## src/hw/rtl/perlin_noise_3d_defines.svh

```systemverilog
// Assertion macros for the gradient noise RTL.
// No dependencies; included by the top level, perlin_noise_3d, which carries assertions.
`ifndef PERLIN_NOISE_3D_DEFINES_SVH
`define PERLIN_NOISE_3D_DEFINES_SVH

// same-cycle implication, disabled in reset
`define PN3_ASSERT_NOW(lbl, ante, cons, msg) \
  lbl: assert property (@(posedge clk) disable iff (!rst_n) (ante) |-> (cons)) \
    else $error(msg);

// next-cycle implication, disabled in reset
`define PN3_ASSERT_NEXT(lbl, ante, cons, msg) \
  lbl: assert property (@(posedge clk) disable iff (!rst_n) (ante) |=> (cons)) \
    else $error(msg);

`endif

```

## src/hw/rtl/pn3_pkg.sv

```systemverilog
// Shared types and constants for the 3D gradient noise block.
// No dependencies.
`default_nettype none
package pn3_pkg;

  localparam int TBL_AW  = 8;            // table index width
  localparam int TBL_N   = 1 << TBL_AW;
  localparam int FRAC    = 16;           // fraction bits of the sample point
  localparam int FADE_W  = 22;           // fade accumulator width
  localparam int DOT_W   = 20;           // corner dot / lerp value width
  localparam int NOISE_W = 16;

  localparam logic [1:0] FN_PERM = 2'd0;
  localparam logic [1:0] FN_GRAD = 2'd1;
  localparam logic [1:0] FN_EVAL = 2'd2;

  localparam logic [3:0] LAST_ISSUE = 4'd13;  // 2 + 4 + 8 hash reads

  typedef enum logic [2:0] {
    ST_IDLE,
    ST_PREP,
    ST_HASH,
    ST_BLEND,
    ST_DONE
  } state_t;

  typedef struct packed {
    logic signed [15:0] z;
    logic signed [15:0] y;
    logic signed [15:0] x;
  } grad_t;

  typedef struct packed {
    logic [TBL_AW-1:0] c0;
    logic [TBL_AW-1:0] c1;
    logic [FRAC-1:0]   fr;
    logic [FRAC:0]     w;
  } axis_res_t;

  typedef struct packed {
    logic              perm_we;
    logic              grad_we;
    logic [TBL_AW-1:0] addr;
    logic [TBL_AW-1:0] perm_data;
    grad_t             grad;
  } tbl_wr_t;

endpackage
`default_nettype wire

```

## src/hw/rtl/pn3_blend.sv

```systemverilog
// Corner dot products and the seven-step trilinear blend.
// Depends on pn3_pkg.
`default_nettype none
module pn3_blend import pn3_pkg::*; (
  input  wire logic        clk,
  input  wire logic        rst_n,
  input  wire logic        g_vld,
  input  wire logic [2:0]  g_corner,
  input  wire grad_t       g,
  input  wire axis_res_t   ax,
  input  wire axis_res_t   ay,
  input  wire axis_res_t   az,
  output logic             done,
  output logic signed [NOISE_W-1:0] noise
);

  localparam logic signed [FRAC+1:0] ONE_S = (FRAC+2)'(1 << FRAC);
  localparam logic signed [35:0]     DOT_RND = 36'sd16384;
  localparam logic signed [DOT_W+FRAC+2:0] LRP_RND = (DOT_W+FRAC+3)'(1 << (FRAC-1));
  localparam logic signed [DOT_W-1:0] SAT_HI = DOT_W'(32767);
  localparam logic signed [DOT_W-1:0] SAT_LO = -DOT_W'(32768);

  logic signed [FRAC+1:0] dx, dy, dz;
  logic                   s1_vld_r;
  logic [2:0]             s1_corner_r;
  logic signed [33:0]     px_r, py_r, pz_r;
  logic signed [35:0]     dsum;
  logic signed [DOT_W-1:0] dot;
  logic signed [DOT_W-1:0] d_r [0:7];
  logic signed [DOT_W-1:0] l_r [0:5];

  logic                    lp_busy_r, phase_r, done_r;
  logic [2:0]              step_r;
  logic signed [DOT_W-1:0] op_a, op_b, la_r, lres;
  logic [FRAC:0]           op_w;
  logic signed [DOT_W:0]   diff;
  logic signed [DOT_W+FRAC+2:0] lprod_r, lrnd;
  logic signed [NOISE_W-1:0] noise_r;

  assign dx = $signed({2'b00, ax.fr}) - (g_corner[0] ? ONE_S : '0);
  assign dy = $signed({2'b00, ay.fr}) - (g_corner[1] ? ONE_S : '0);
  assign dz = $signed({2'b00, az.fr}) - (g_corner[2] ? ONE_S : '0);

  always_ff @(posedge clk) begin
    px_r        <= $signed(g.x) * dx;
    py_r        <= $signed(g.y) * dy;
    pz_r        <= $signed(g.z) * dz;
    s1_corner_r <= g_corner;
  end

  // round half up into Q.15
  assign dsum = $signed({{2{px_r[33]}}, px_r}) + $signed({{2{py_r[33]}}, py_r})
              + $signed({{2{pz_r[33]}}, pz_r}) + DOT_RND;
  assign dot  = dsum[15+DOT_W-1:15];

  always_ff @(posedge clk) begin
    if (s1_vld_r) d_r[s1_corner_r] <= dot;
  end

  // operand select: x pairs, then y pairs, then z
  always_comb begin
    case (step_r)
      3'd0:    begin op_a = d_r[0]; op_b = d_r[1]; end
      3'd1:    begin op_a = d_r[2]; op_b = d_r[3]; end
      3'd2:    begin op_a = d_r[4]; op_b = d_r[5]; end
      3'd3:    begin op_a = d_r[6]; op_b = d_r[7]; end
      3'd4:    begin op_a = l_r[0]; op_b = l_r[1]; end
      3'd5:    begin op_a = l_r[2]; op_b = l_r[3]; end
      default: begin op_a = l_r[4]; op_b = l_r[5]; end
    endcase
    if (step_r < 3'd4)      op_w = ax.w;
    else if (step_r < 3'd6) op_w = ay.w;
    else                    op_w = az.w;
  end

  assign diff = {op_b[DOT_W-1], op_b} - {op_a[DOT_W-1], op_a};
  assign lrnd = lprod_r + LRP_RND;
  assign lres = la_r + lrnd[FRAC+DOT_W-1:FRAC];

  always_ff @(posedge clk) begin
    if (!rst_n) begin
      s1_vld_r  <= 1'b0;
      lp_busy_r <= 1'b0;
      phase_r   <= 1'b0;
      step_r    <= '0;
      done_r    <= 1'b0;
    end else begin
      s1_vld_r <= g_vld;
      done_r   <= 1'b0;
      if (s1_vld_r && s1_corner_r == 3'd7) begin
        lp_busy_r <= 1'b1;
        phase_r   <= 1'b0;
        step_r    <= '0;
      end else if (lp_busy_r) begin
        phase_r <= ~phase_r;
        if (phase_r) begin
          if (step_r == 3'd6) begin
            lp_busy_r <= 1'b0;
            done_r    <= 1'b1;
          end else begin
            step_r <= step_r + 3'd1;
          end
        end
      end
    end
  end

  always_ff @(posedge clk) begin
    if (lp_busy_r && !phase_r) begin
      lprod_r <= diff * $signed({1'b0, op_w});
      la_r    <= op_a;
    end
    if (lp_busy_r && phase_r) begin
      if (step_r != 3'd6) l_r[step_r] <= lres;
      if (lres > SAT_HI)      noise_r <= 16'sh7fff;
      else if (lres < SAT_LO) noise_r <= 16'sh8000;
      else                    noise_r <= lres[NOISE_W-1:0];
    end
  end

  assign done  = done_r;
  assign noise = noise_r;

endmodule
`default_nettype wire
```

## config.mk

```make
export PLATFORM = sky130hd
export DESIGN_NAME = pn3_blend
export DESIGN_NICKNAME = d
export VERILOG_FILES = /design/src/hw/rtl/perlin_noise_3d_defines.svh /design/src/hw/rtl/pn3_pkg.sv /design/src/hw/rtl/pn3_blend.sv
export SDC_FILE = /design/constraint.sdc
export NUM_CORES = 2
export LEC_CHECK = 0
export ABC_CLOCK_PERIOD_IN_PS = 24300
export BUFFER_PORTS_ARGS = -buffer_cell sky130_fd_sc_hd__buf_2
export CAP_MARGIN = 20
export CORE_MARGIN = 10
export CORE_UTILIZATION = 47
export CTS_CLUSTER_SIZE = 40
export DETAILED_ROUTE_END_ITERATION = 8
export PLACE_DENSITY = 0.74
export SETUP_SLACK_MARGIN = 0.4
export SYNTH_ARGS = -nofsm -noshare
export SYNTH_HDL_FRONTEND = slang
export SYNTH_SLANG_ARGS = --single-unit
```

## constraint.sdc

```tcl
create_clock -name clk -period 24.3 [get_ports clk]
set_clock_uncertainty 0.2 [all_clocks]
set_input_delay 2.43 -clock clk [delete_from_list [all_inputs] [get_ports clk]]
set_output_delay 2.43 -clock clk [all_outputs]
set_load 0.005 [all_outputs]
```

==> results.yml <==
layout:
  nets: 8025
  drive_above_1_share: 0.0615
  stdcell_count: 7952
  layout_common_cells: "inv_1, fa_1, nand2_1"
  syn_to_final_growth_pct: 6.69
  layout_commonest_cell: "inv_1"
clock_network:
  clockBufferDepth: 3
  cts_setup_buffers: 0
  hold_buffers: 0
  cts_max_level: 2
  cts.repair.resized: 0
  cts.sinks: 449
  cts_root_buf: "clkbuf_16"
  path_clk_slew_ns: 0.06
  cts-buffers-inserted: 42
  clock_latency_ns: 0.59
  cts_tree: "done"
worst_setup_path:
  max_stage_delay_ns: 1.09
  slowest_stage: "or4_2"
  critPathCaptureType: "flop"
  worstSetupStartpointType: "flop"
  cp.arrival_ns: 12.29
  crit_path_frequent_cell: "fa_1"
  crit_family: "adder cells"
  worst-path-buf-inv: 5
  crit_path_max_fanout: 33
  crit_type: "flop to flop"
  cp.required_ns: 24.40
synthesis:
  ys_ff_latch: 449
  synth_edf_count: 337
  ys.flop_type: "edfxtp_1"
  syn_inst: 6101
  ys_seq_area_frac: 0.200
  netlist_area_sq_um: 61900
  synth_nets: 7964
  ys_warn_count: 0
  synth.distinct_cells: 72
  async_flop_share: 0
  syn-mean-instance-area_sq_um: 10.1
timing:
  setup_tns_ns: 0
  rsz0062_at_grt: "no"
  period_needed_ns: 12.18
  tightest_slew_ns: 1.19
  period_share: 0.501
  slew_viol_final: 0
  hold_viol_final: 0
  relSlewSlack: 0.205
  finalSetupViolations: 0
  fmax_ghz: 0.0821
global_routing:
  groute.usage.overall: 0.205
  grt_pass1_vias: 46543
  grt_max_degree: 76
  grt_pass1_wl_microns: 242000
  grt_remaining_overflow: 0
  antenna_found_initial: 4
placed_design:
  numPortBuffers: 169
  numPlacedInstances: 7873
  dp.final_hpwl_microns: 117000
  place.gp.congestion: 0.896
floorplanning:
  start_util: 0.472
  ios: 218
  row_count: 133
  chipWidth_microns: 383
  core-area_sq_um: 131000
  die_h_microns: 383
  dieArea_sq_um: 147000
status:
  status: "complete, no violations"
detailed_routing:
  post_drt_wl_per_cell_microns: 18.7
  ant_nets: 0
  via_count: 42476
  first_pass_iters: 6
  routed_wirelength_microns: 149000
  drt_iter0_markers: 3115
  viasPerCell: 5.34
  drc_errors: 0
worst_hold_path:
  hold_path_class: "flop to flop"
job:
  max_cap_viol_count: 0
[worst min-delay path, cell delays in order, from the launching register on]
cell and delay (ns):
dfxtp_1 0.34, o21ai_0 0.09, a21boi_0 0.08
[layout make-up]
type / instances / area [sq um]
timing repair buffer: 222 / 1260
inverter: 1321 / 4960
tap: 1755 / 2200
sequential: 449 / 12400
clock inverter: 26 / 287
clock buffer: 52 / 1090
multi-input combinational: 4126 / 43900
fill: 11621 / 65100
antenna: 1 / 2.50
[cells in the mapped netlist (32+ instances only)]
library cell,number,area share
nor2_1,309,0.019
nand2b_1,98,0.0099
xor2_1,64,0.0091
dfxtp_1,112,0.036
nand2_1,741,0.045
inv_1,1320,0.080
edfxtp_1,337,0.16
clkbuf_1,193,0.012
xnor2_1,162,0.023
nor3_1,34,0.0027
o21ai_0,80,0.0065
o21a_1,37,0.0045
mux2_2,57,0.010
ha_1,450,0.091
a21o_1,66,0.0080
a21oi_1,152,0.012
nand4_1,32,0.0032
fa_1,1212,0.39
and2_1,313,0.032
[registers in the layout, indices dropped and copies added (netlist names)]
register	flops
s1_corner_r	3
py_r	34
lp_busy_r	1
step_r	3
noise	16
phase_r	1
pz_r	34
s1_vld_r	1
la_r	20
done	1
l_r	120
d_r	160
px_r	34
lprod_r	21
[cells by family after synthesis]
logic type      count (synthesis)  synth area share
flops                         449             0.200
buf+inv                      1526            0.0928
fa+ha+maj                    1662             0.483
xor+xnor                      226            0.0320
simple gates                 1630             0.121
mux                            81            0.0143
compound gates                527            0.0569
[routing by layer]
| layer | GRT usage | share of wire | wire length [microns] |
|---|---|---|---|
| met4 | 0.0646 | 0.034 | 4990 |
| met1 | 0.259 | 0.39 | 58000 |
| met3 | 0.0276 | 0.072 | 10700 |
| met2 | 0.362 | 0.50 | 75100 |
| met5 | 0 | 0.000087 | 13 |
[final timing paths]
check | startpoint | to | slack [ns] | cells past startpoint
worst min register to register | lp_busy_r | lp_busy_r | 0.36 | 2
worst min-delay path | lp_busy_r | lp_busy_r | 0.36 | 2
worst max-delay path | step_r[1] | lprod_r[33] | 12.12 | 33
worst max register to register | step_r[1] | lprod_r[33] | 12.12 | 33
[per-stage QoR]
stage / area, sq um / setup slack, ns / util / hold WS, ns
6_report: 66000 / 12.12 / 0.504 / 0.359
5_1_grt: 66000 / 11.53 / 0.504 / 0.394
4_1_cts: 66000 / 12.21 / 0.504 / 0.348
3_5_place_dp: 64700 / 12.29 / 0.493 / 0.334
3_3_place_gp: 64600 / 12.47 / 0.493 / 0.332
2_1_floorplan: 61900 / 13.92 / - / 0.292
Power is not shown: default switching activity piles up to over one toggle a cycle in this logic, so the estimate is an artifact.
