### src/hw/rtl/perlin_noise_3d_defines.svh
// Assertion macros for the gradient noise RTL.
// No dependencies; included by the top level, perlin_noise_3d, which carries assertions.
`ifndef PERLIN_NOISE_3D_DEFINES_SVH
`define PERLIN_NOISE_3D_DEFINES_SVH

// same-cycle implication, disabled in reset
`define PN3_ASSERT_NOW(lbl, ante, cons, msg) \
  lbl: assert property (@(posedge clk) disable iff (!rst_n) (ante) |-> (cons)) \
    else $error(msg);

// next-cycle implication, disabled in reset
`define PN3_ASSERT_NEXT(lbl, ante, cons, msg) \
  lbl: assert property (@(posedge clk) disable iff (!rst_n) (ante) |=> (cons)) \
    else $error(msg);

`endif

### src/hw/rtl/pn3_pkg.sv
// Shared types and constants for the 3D gradient noise block.
// No dependencies.
`default_nettype none
package pn3_pkg;

  localparam int TBL_AW  = 8;            // table index width
  localparam int TBL_N   = 1 << TBL_AW;
  localparam int FRAC    = 16;           // fraction bits of the sample point
  localparam int FADE_W  = 22;           // fade accumulator width
  localparam int DOT_W   = 20;           // corner dot / lerp value width
  localparam int NOISE_W = 16;

  localparam logic [1:0] FN_PERM = 2'd0;
  localparam logic [1:0] FN_GRAD = 2'd1;
  localparam logic [1:0] FN_EVAL = 2'd2;

  localparam logic [3:0] LAST_ISSUE = 4'd13;  // 2 + 4 + 8 hash reads

  typedef enum logic [2:0] {
    ST_IDLE,
    ST_PREP,
    ST_HASH,
    ST_BLEND,
    ST_DONE
  } state_t;

  typedef struct packed {
    logic signed [15:0] z;
    logic signed [15:0] y;
    logic signed [15:0] x;
  } grad_t;

  typedef struct packed {
    logic [TBL_AW-1:0] c0;
    logic [TBL_AW-1:0] c1;
    logic [FRAC-1:0]   fr;
    logic [FRAC:0]     w;
  } axis_res_t;

  typedef struct packed {
    logic              perm_we;
    logic              grad_we;
    logic [TBL_AW-1:0] addr;
    logic [TBL_AW-1:0] perm_data;
    grad_t             grad;
  } tbl_wr_t;

endpackage
`default_nettype wire

### src/hw/rtl/pn3_axis.sv
// One axis: lattice cell wrap (bit-serial remainder) and quintic fade.
// Depends on pn3_pkg.
`default_nettype none
module pn3_axis import pn3_pkg::*; (
  input  wire logic        clk,
  input  wire logic        rst_n,
  input  wire logic        start,
  input  wire logic [31:0] pos,
  input  wire logic [15:0] period,
  output logic             done,
  output axis_res_t        res
);

  localparam logic signed [FADE_W-1:0] FADE_15 = FADE_W'(15 << FRAC);
  localparam logic signed [FADE_W-1:0] FADE_10 = FADE_W'(10 << FRAC);
  localparam logic signed [FADE_W-1:0] FADE_1  = FADE_W'(1 << FRAC);

  logic                     busy_r, done_r;
  logic [3:0]               cnt_r;
  logic signed [15:0]       ip_r;
  logic [FRAC-1:0]          fr_r;
  logic [15:0]              mag_r, rem_r;
  logic signed [FADE_W-1:0] a_r;

  logic [16:0]                   rem_sh;
  logic [15:0]                   rem_nxt;
  logic signed [FADE_W-1:0]      a_init, a_nxt;
  logic signed [FADE_W+FRAC:0]   prod;
  logic [16:0]                   r0, r1, rem_inc;

  always_ff @(posedge clk) begin
    if (!rst_n) begin
      busy_r <= 1'b0;
      done_r <= 1'b0;
      cnt_r  <= '0;
    end else begin
      done_r <= 1'b0;
      if (start) begin
        busy_r <= 1'b1;
        cnt_r  <= '0;
      end else if (busy_r) begin
        cnt_r <= cnt_r + 4'd1;
        if (cnt_r == 4'd15) begin
          busy_r <= 1'b0;
          done_r <= 1'b1;
        end
      end
    end
  end

  // restoring remainder, one dividend bit per cycle
  assign rem_sh  = {rem_r, mag_r[15]};
  assign rem_nxt = (rem_sh >= {1'b0, period}) ? 16'(rem_sh - {1'b0, period})
                                              : rem_sh[15:0];

  // fade: a = 6t - 15, then a = a*t + 10, then three plain a = a*t steps
  assign a_init = $signed(FADE_W'({pos[FRAC-1:0], 2'b00}) + FADE_W'({pos[FRAC-1:0], 1'b0}))
                  - FADE_15;
  assign prod   = a_r * $signed({1'b0, fr_r});
  assign a_nxt  = $signed(prod[FRAC+FADE_W-1:FRAC]) + ((cnt_r == 4'd0) ? FADE_10 : '0);

  always_ff @(posedge clk) begin
    if (start) begin
      ip_r  <= pos[31:16];
      fr_r  <= pos[FRAC-1:0];
      mag_r <= pos[31] ? 16'(~pos[31:16] + 16'd1) : pos[31:16];
      rem_r <= '0;
      a_r   <= a_init;
    end else if (busy_r) begin
      rem_r <= rem_nxt;
      mag_r <= {mag_r[14:0], 1'b0};
      if (cnt_r < 4'd4) a_r <= a_nxt;
    end
  end

  // truncating remainder: sign follows the coordinate
  assign rem_inc = {1'b0, rem_r} + 17'd1;
  assign r0 = ip_r[15] ? 17'(~{1'b0, rem_r} + 17'd1) : {1'b0, rem_r};
  always_comb begin
    if (!ip_r[15]) r1 = (rem_inc == {1'b0, period}) ? 17'd0 : rem_inc;
    else           r1 = (rem_r == 16'd0) ? 17'(17'd1 - {1'b0, period}) : 17'(r0 + 17'd1);
  end

  always_comb begin
    if (period == 16'd0) begin
      res.c0 = ip_r[TBL_AW-1:0];
      res.c1 = ip_r[TBL_AW-1:0] + TBL_AW'(1);
    end else begin
      res.c0 = r0[TBL_AW-1:0];
      res.c1 = r1[TBL_AW-1:0];
    end
    res.fr = fr_r;
    if (a_r < 0)            res.w = '0;
    else if (a_r > FADE_1)  res.w = FADE_1[FRAC:0];
    else                    res.w = a_r[FRAC:0];
  end

  assign done = done_r;

endmodule
`default_nettype wire

### config.mk
export PLATFORM = sky130hd
export DESIGN_NAME = pn3_axis
export DESIGN_NICKNAME = d
export VERILOG_FILES = /design/src/hw/rtl/perlin_noise_3d_defines.svh /design/src/hw/rtl/pn3_pkg.sv /design/src/hw/rtl/pn3_axis.sv
export SDC_FILE = /design/constraint.sdc
export NUM_CORES = 1
export LEC_CHECK = 0
export ABC_AREA = 1
export BUFFER_PORTS_ARGS = -buffer_cell sky130_fd_sc_hd__buf_2
export CAP_MARGIN = 30
export CORE_MARGIN = 2
export CORE_UTILIZATION = 55
export DETAILED_ROUTE_END_ITERATION = 8
export GPL_ROUTABILITY_DRIVEN = 0
export GPL_TIMING_DRIVEN = 0
export PLACE_DENSITY = 0.84
export SLEW_MARGIN = 40
export SYNTH_ARGS = -nofsm -noshare
export SYNTH_HDL_FRONTEND = slang
export SYNTH_SLANG_ARGS = --single-unit
export TNS_END_PERCENT = 50
### constraint.sdc
create_clock -name clk -period 19.3 [get_ports clk]
set_clock_uncertainty 0.1 [all_clocks]
set_input_delay 1.93 -clock clk [delete_from_list [all_inputs] [get_ports clk]]
set_output_delay 1.93 -clock clk [all_outputs]
set_load 0.02 [all_outputs]
==> impl_metrics.json, run 1 <==
{
  "die_h_um": 197,
  "worst_r2r_path_depth": 28,
  "path_class": "reg2reg",
  "cp.required_ps": 19290,
  "cts_root_buf": "clkbuf_16",
  "synth_fp_nets": 3355,
  "tns_ps": 0,
  "antenna_left": 0,
  "row_count": 70,
  "end_kind": "flop",
  "regArea_um2": 2330,
  "synth_warnings": 0,
  "wl_per_cell_um": 17.9,
  "tritoncts": "yes",
  "antenna_found_initial": 4,
  "slowest_stage": "fa_1",
  "setup_viol": 0,
  "netlist_instances": 2811,
  "vias": 19200,
  "dp_hpwl_um": 49700,
  "core_area_um2": 36700,
  "syn_area_per_cell_um2": 7.31,
  "grt_pass1_wl_um": 98400,
  "cts_sinks": 85,
  "cts_resized": 0,
  "dieArea_um2": 38900,
  "critPathArrivalTime_ps": 8240,
  "slowest_delay_ps": 690,
  "ys_ff_latch": 85,
  "status": "complete, no violations",
  "crit_fanout": 10,
  "dieWidth_um": 197,
  "hold_depth": 2,
  "min_period_ps": 8250,
  "clk_pin_slew_ps": 80,
  "tightest_slew_ps": 920,
  "max_freq_ghz": 0.121,
  "multi_input_area_um2": 15100,
  "drcViolationCount": 0,
  "async_flop_share_pct": 0,
  "synth_edf_count": 63,
  "grt_pass1_vias": 19700,
  "drive_above_1_share_pct": 5.43,
  "post_cts_buffers": 0,
  "cpMostUsedCell": "fa_1",
  "ioPinCount": 101,
  "nets": 3467,
  "finalHoldViolCount": 0,
  "startpoint_type": "flop",
  "clockBufferDepth": 2,
  "period_share_pct": 42.8,
  "fillers": 3072,
  "rsz0062_at_grt": "false",
  "initial_core_util_pct": 56.0,
  "area_growth_pct": 7.02,
  "htreeDepth": 3,
  "maxSlewViolCount": 0,
  "grt_max_degree": 27,
  "grt_use_total_pct": 32.3,
  "yosysUniqueCellTypes": 49,
  "routed_via_density": 5.64,
  "firstDrtPassIters": 6,
  "syn_area_um2": 20600,
  "hp-class": "reg2reg",
  "io_buffers": 100,
  "maxSlewHeadroom_pct": 38.7,
  "grt_overflow_total": 0,
  "synth_seq_area_share_pct": 11.3,
  "dr.first_iter.drc_count": 2104,
  "numCtsBuffers": 9,
  "drt-total-wl_um": 60700,
  "max-cap-violations": 0,
  "holdBufCountCts": 0,
  "synth_flop_cell": "edfxtp_1",
  "worstSkewPairLatency_ps": 360
}
-- routing by layer --
| metal | GRT usage, % | wire length (um) | vias to the layer above |
|---|---|---|---|
| met1 | 40.0 | 21600 | 8988 |
| met5 | 0 | 11 | - |
| met2 | 51.5 | 27100 | 1315 |
| li1 | - | - | 8555 |
| met4 | 16.6 | 3710 | 2 |
| met3 | 9.20 | 8260 | 301 |
-- through the flow --
step	hold slack [ps]	setup WS [ps]	instance area, um2	instances	util, %
3_5_place_dp	387	11310	21700	3380	59.0
6_report	407	11050	22000	3398	59.9
4_1_cts	401	11290	22000	3396	59.9
5_1_grt	435	10770	22000	3398	59.9
3_3_place_gp	383	11450	21600	3379	59.0
2_1_floorplan	355	12760	20600	2811	-
-- sequential cells by signal, summed over array words and instances (netlist names) --
name and flops:
a_r 22, busy_r 1, cnt_r 4, done 1, fr_r 16, ip_r 9, mag_r 16, rem_r 16
-- kinds of logic (layout without fill, tap and decap cells) --
kind of cell	count (synthesis)	after routing	synth area share, %
AND/OR/NAND/NOR	1088	1088	21.6
buffers and inverters	840	957	15.5
adder cells (fa/ha/maj)	493	493	42.6
AO/OA/AOI/OAI	256	256	6.95
flip-flops	85	85	11.3
XOR/XNOR	49	49	2.09
other	0	2	0
-- worst max-delay path, delay by kind of cell (launching register included) --
kind | cells | cell delay (ps)
AND/OR/NAND/NOR | 9 | 1240
adder cells (fa/ha/maj) | 9 | 4040
XOR/XNOR | 1 | 190
buffers and inverters | 6 | 1420
flip-flops | 1 | 380
AO/OA/AOI/OAI | 3 | 620
-- cell usage after synthesis, types with 2 or more instances --
cell | n | area [um2]
a211oi_1 | 2 | 15.0
a21boi_0 | 3 | 22.5
a21o_1 | 10 | 75.1
a21oi_1 | 110 | 551
a31oi_1 | 3 | 18.8
and3_1 | 2 | 12.5
buf_1 | 9 | 33.8
buf_2 | 7 | 35.0
buf_4 | 2 | 15.0
clkbuf_1 | 83 | 312
dfxtp_1 | 22 | 440
edfxtp_1 | 63 | 1890
fa_1 | 344 | 6890
ha_1 | 149 | 1860
inv_1 | 735 | 2760
inv_2 | 3 | 11.3
nand2_1 | 752 | 2820
nand2_2 | 7 | 43.8
nand3_1 | 100 | 500
nand3b_1 | 4 | 30.0
nand4_1 | 23 | 144
nor2_1 | 159 | 597
nor2_2 | 4 | 25.0
nor2_4 | 5 | 56.3
nor3_1 | 16 | 80.1
nor4_1 | 7 | 43.8
o211ai_1 | 5 | 37.5
o21a_1 | 4 | 30.0
o21ai_0 | 84 | 420
o21ai_1 | 3 | 15.0
o21ai_2 | 2 | 17.5
o21bai_1 | 10 | 75.1
o22ai_1 | 12 | 75.1
or2_2 | 5 | 31.3
xnor2_1 | 19 | 166
xor2_1 | 30 | 263
-- cells in the final DEF, fill, tap and decap left out, types with 9 or more instances in the layout --
| cell | count |
|---|---|
| nand2_1 | 752 |
| inv_1 | 735 |
| fa_1 | 344 |
| nor2_1 | 159 |
| ha_1 | 149 |
| a21oi_1 | 110 |
| buf_2 | 107 |
| nand3_1 | 100 |
| o21ai_0 | 83 |
| clkbuf_1 | 82 |
| edfxtp_1 | 63 |
| xor2_1 | 30 |
| nand4_1 | 23 |
| dfxtp_1 | 22 |
| xnor2_1 | 19 |
| nor3_1 | 16 |
| o22ai_1 | 12 |
| a21o_1 | 10 |
| o21bai_1 | 10 |
| buf_1 | 9 |
| clkbuf_16 | 9 |
-- cell type report --
class,count,area share (%)
Buffer,102,1.86
Antenna cell,2,0.0228
Sequential cell,85,10.6
Timing Repair Buffer,101,2.34
Tap cell,468,2.66
Clock buffer,10,1.04
Clock inverter,6,0.427
Inverter,738,12.6
Multi-Input combinational cell,1886,68.4
-- final timing paths --
check                                  startpoint                    end  slack, ps
worst max-delay path             a_r[6]$_DFFE_PP_  a_r[21]$_SDFFCE_PP1P_      11050
worst max register to register   a_r[6]$_DFFE_PP_  a_r[21]$_SDFFCE_PP1P_      11050
worst min register to register  busy_r$_SDFF_PN0_        done$_SDFF_PP0_        410
worst min-delay path            busy_r$_SDFF_PN0_        done$_SDFF_PP0_        410
Power of run 1 is left out: the tool's default activity adds up to more than one toggle a clock period on the data nets, which glitch-free logic cannot reach.
==> inputs of run 2 (changes only) <==
- clock period: 19.3 -> 8 ns (I/O delays scaled with it)
==> run 2 against run 1 <==
Core utilization increased by 0.11 points. Sequential cell count unchanged. Critical path depth decreased by 1. Cell area increased by 0.18%. The flow now finishes with violations (DRC). Critical path type unchanged. Register-to-register slack got worse by 11000 ps. Worst hold slack got worse by 4.6 ps. Count of clock-buffer cells in the layout unchanged. Via count decreased by 0.28%.
==> impl_metrics.json, run 2 (same netlist as run 1, synthesis figures left out) <==
{
  "clk_pin_slew_ps": 80,
  "dieWidth_um": 197,
  "finalHoldViolCount": 0,
  "cp.required_ps": 7990,
  "cts_sinks": 85,
  "grt_pass1_wl_um": 98400,
  "max-cap-violations": 0,
  "nets": 3461,
  "violations": "DRC",
  "min_period_ps": 7720,
  "largest_reg_flops": 22,
  "firstDrtPassIters": 9,
  "drt-total-wl_um": 60700,
  "grt_max_degree": 27,
  "slowest_delay_ps": 690,
  "dp_hpwl_um": 49700,
  "crit_buf_inv": 5,
  "antenna_found_initial": 4,
  "largest-register": "a_r",
  "holdBufCountCts": 0,
  "setup_viol": 0,
  "io_buffers": 100,
  "ioPinCount": 101,
  "drive_above_1_share_pct": 6.67,
  "max_freq_ghz": 0.130,
  "dieArea_um2": 38900,
  "initial_core_util_pct": 56.0,
  "clockBufferDepth": 2,
  "status": "finished with violations",
  "grt_pass1_vias": 19700,
  "crit_family": "adder cells",
  "tritoncts": "yes",
  "die_h_um": 197,
  "htreeDepth": 3,
  "tightest_slew_ps": 910,
  "startpoint_type": "flop",
  "maxSlewViolCount": 0,
  "grt_use_total_pct": 32.3,
  "rsz0062_at_grt": "false",
  "dr.first_iter.drc_count": 2162,
  "worstSkewPairLatency_ps": 360,
  "grt_overflow_total": 0,
  "routed_via_density": 5.63,
  "critPathArrivalTime_ps": 7710,
  "crit_fanout": 10,
  "core_area_um2": 36700,
  "row_count": 70,
  "antenna_left": 0,
  "wl_per_cell_um": 17.9,
  "cpMostUsedCell": "fa_1",
  "path_class": "reg2reg",
  "layout_common_cells": "nand2_1, inv_1, fa_1, nor2_1, ha_1",
  "fillers": 3058,
  "layout_commonest_cell": "nand2_1",
  "cts_root_buf": "clkbuf_16",
  "end_kind": "flop",
  "maxSlewHeadroom_pct": 39.3,
  "numCtsBuffers": 9,
  "slowest_stage": "fa_1",
  "area_growth_pct": 7.21,
  "vias": 19100,
  "period_share_pct": 96.5,
  "hp-class": "reg2reg",
  "drcViolationCount": 29,
  "tns_ps": 0
}
-- run 2: cell count changes in the layout (fill, tap and decap cells not counted) --
cell	previous run	this run
clkbuf_2	2	31
buf_4	2	6
clkbuf_1	82	49
buf_1	9	2
a21oi_1	110	109
nor3_2	0	1
buf_2	107	108
nor3_1	16	15
a21oi_2	0	1
-- run 2: repair_timing --
action                                 CTS  global route
buffers inserted                         0             4
setup endpoints to repair                1             5
resized for setup                        1            54
endpoints found under the hold margin    0             0
-- run 2: area by class of cell --
| type | count | area [um2] | share of cell area (%) |
|---|---|---|---|
| antenna | 2 | 5.00 | 0.0227 |
| buffer | 92 | 409 | 1.86 |
| clock buffer | 10 | 229 | 1.04 |
| clock inverter | 6 | 93.8 | 0.426 |
| inverter | 738 | 2770 | 12.6 |
| multi-input combinational | 1886 | 15100 | 68.4 |
| sequential | 85 | 2330 | 10.6 |
| tap | 468 | 586 | 2.66 |
| timing repair buffer | 105 | 546 | 2.48 |
-- run 2: metrics by stage --
stage	area, um2	util (%)	hold WS, ps	std cells	setup slack (ps)
floorplan	20600	-	355	2811	1460
global placement	21600	59.0	383	3379	147
detailed placement	21700	59.0	387	3380	13.1
CTS	22000	59.9	401	3396	16.4
global route	22000	60.0	435	3392	2.74
finish	22000	60.0	403	3392	283
-- run 2: path summary, 6_finish.rpt --
path | slack [ps] | startpoint | depth (start not counted) | endpoint
max | 280 | fr_r[2]$_DFFE_PP_ | 27 | a_r[21]$_SDFFCE_PP1P_
min | 400 | busy_r$_SDFF_PN0_ | 2 | done$_SDFF_PP0_
max reg2reg | 280 | fr_r[2]$_DFFE_PP_ | 27 | a_r[21]$_SDFFCE_PP1P_
min reg2reg | 400 | busy_r$_SDFF_PN0_ | 2 | done$_SDFF_PP0_
-- run 2: routing by layer --
layer	vias to the layer above	track usage, %	part of all wire (%)
met1	8942	40.1	35
li1	8556	-	-
met4	4	16.5	6.0
met2	1307	51.5	45
met5	-	0	0.033
met3	299	9.20	14
-- run 2: worst register-to-register path, cell delays in order, from the launching register on --
cell and delay (ps):
edfxtp_1 640, clkbuf_1 630, nand2_1 170, fa_1 530
fa_1 440, fa_1 520, inv_1 50, fa_1 470
fa_1 690, inv_1 100, fa_1 550, inv_1 50
ha_1 350, nand2_1 130, nor2_1 180, inv_1 90
nor3_2 300, a21oi_2 150, o21bai_1 260, a21oi_1 120
xnor2_1 190, ha_1 210, ha_1 190, nand2_1 70
nand2_1 90, nand3_1 90, nand2_1 70, nand3_1 60
Power of run 2 is left out for the same reason.
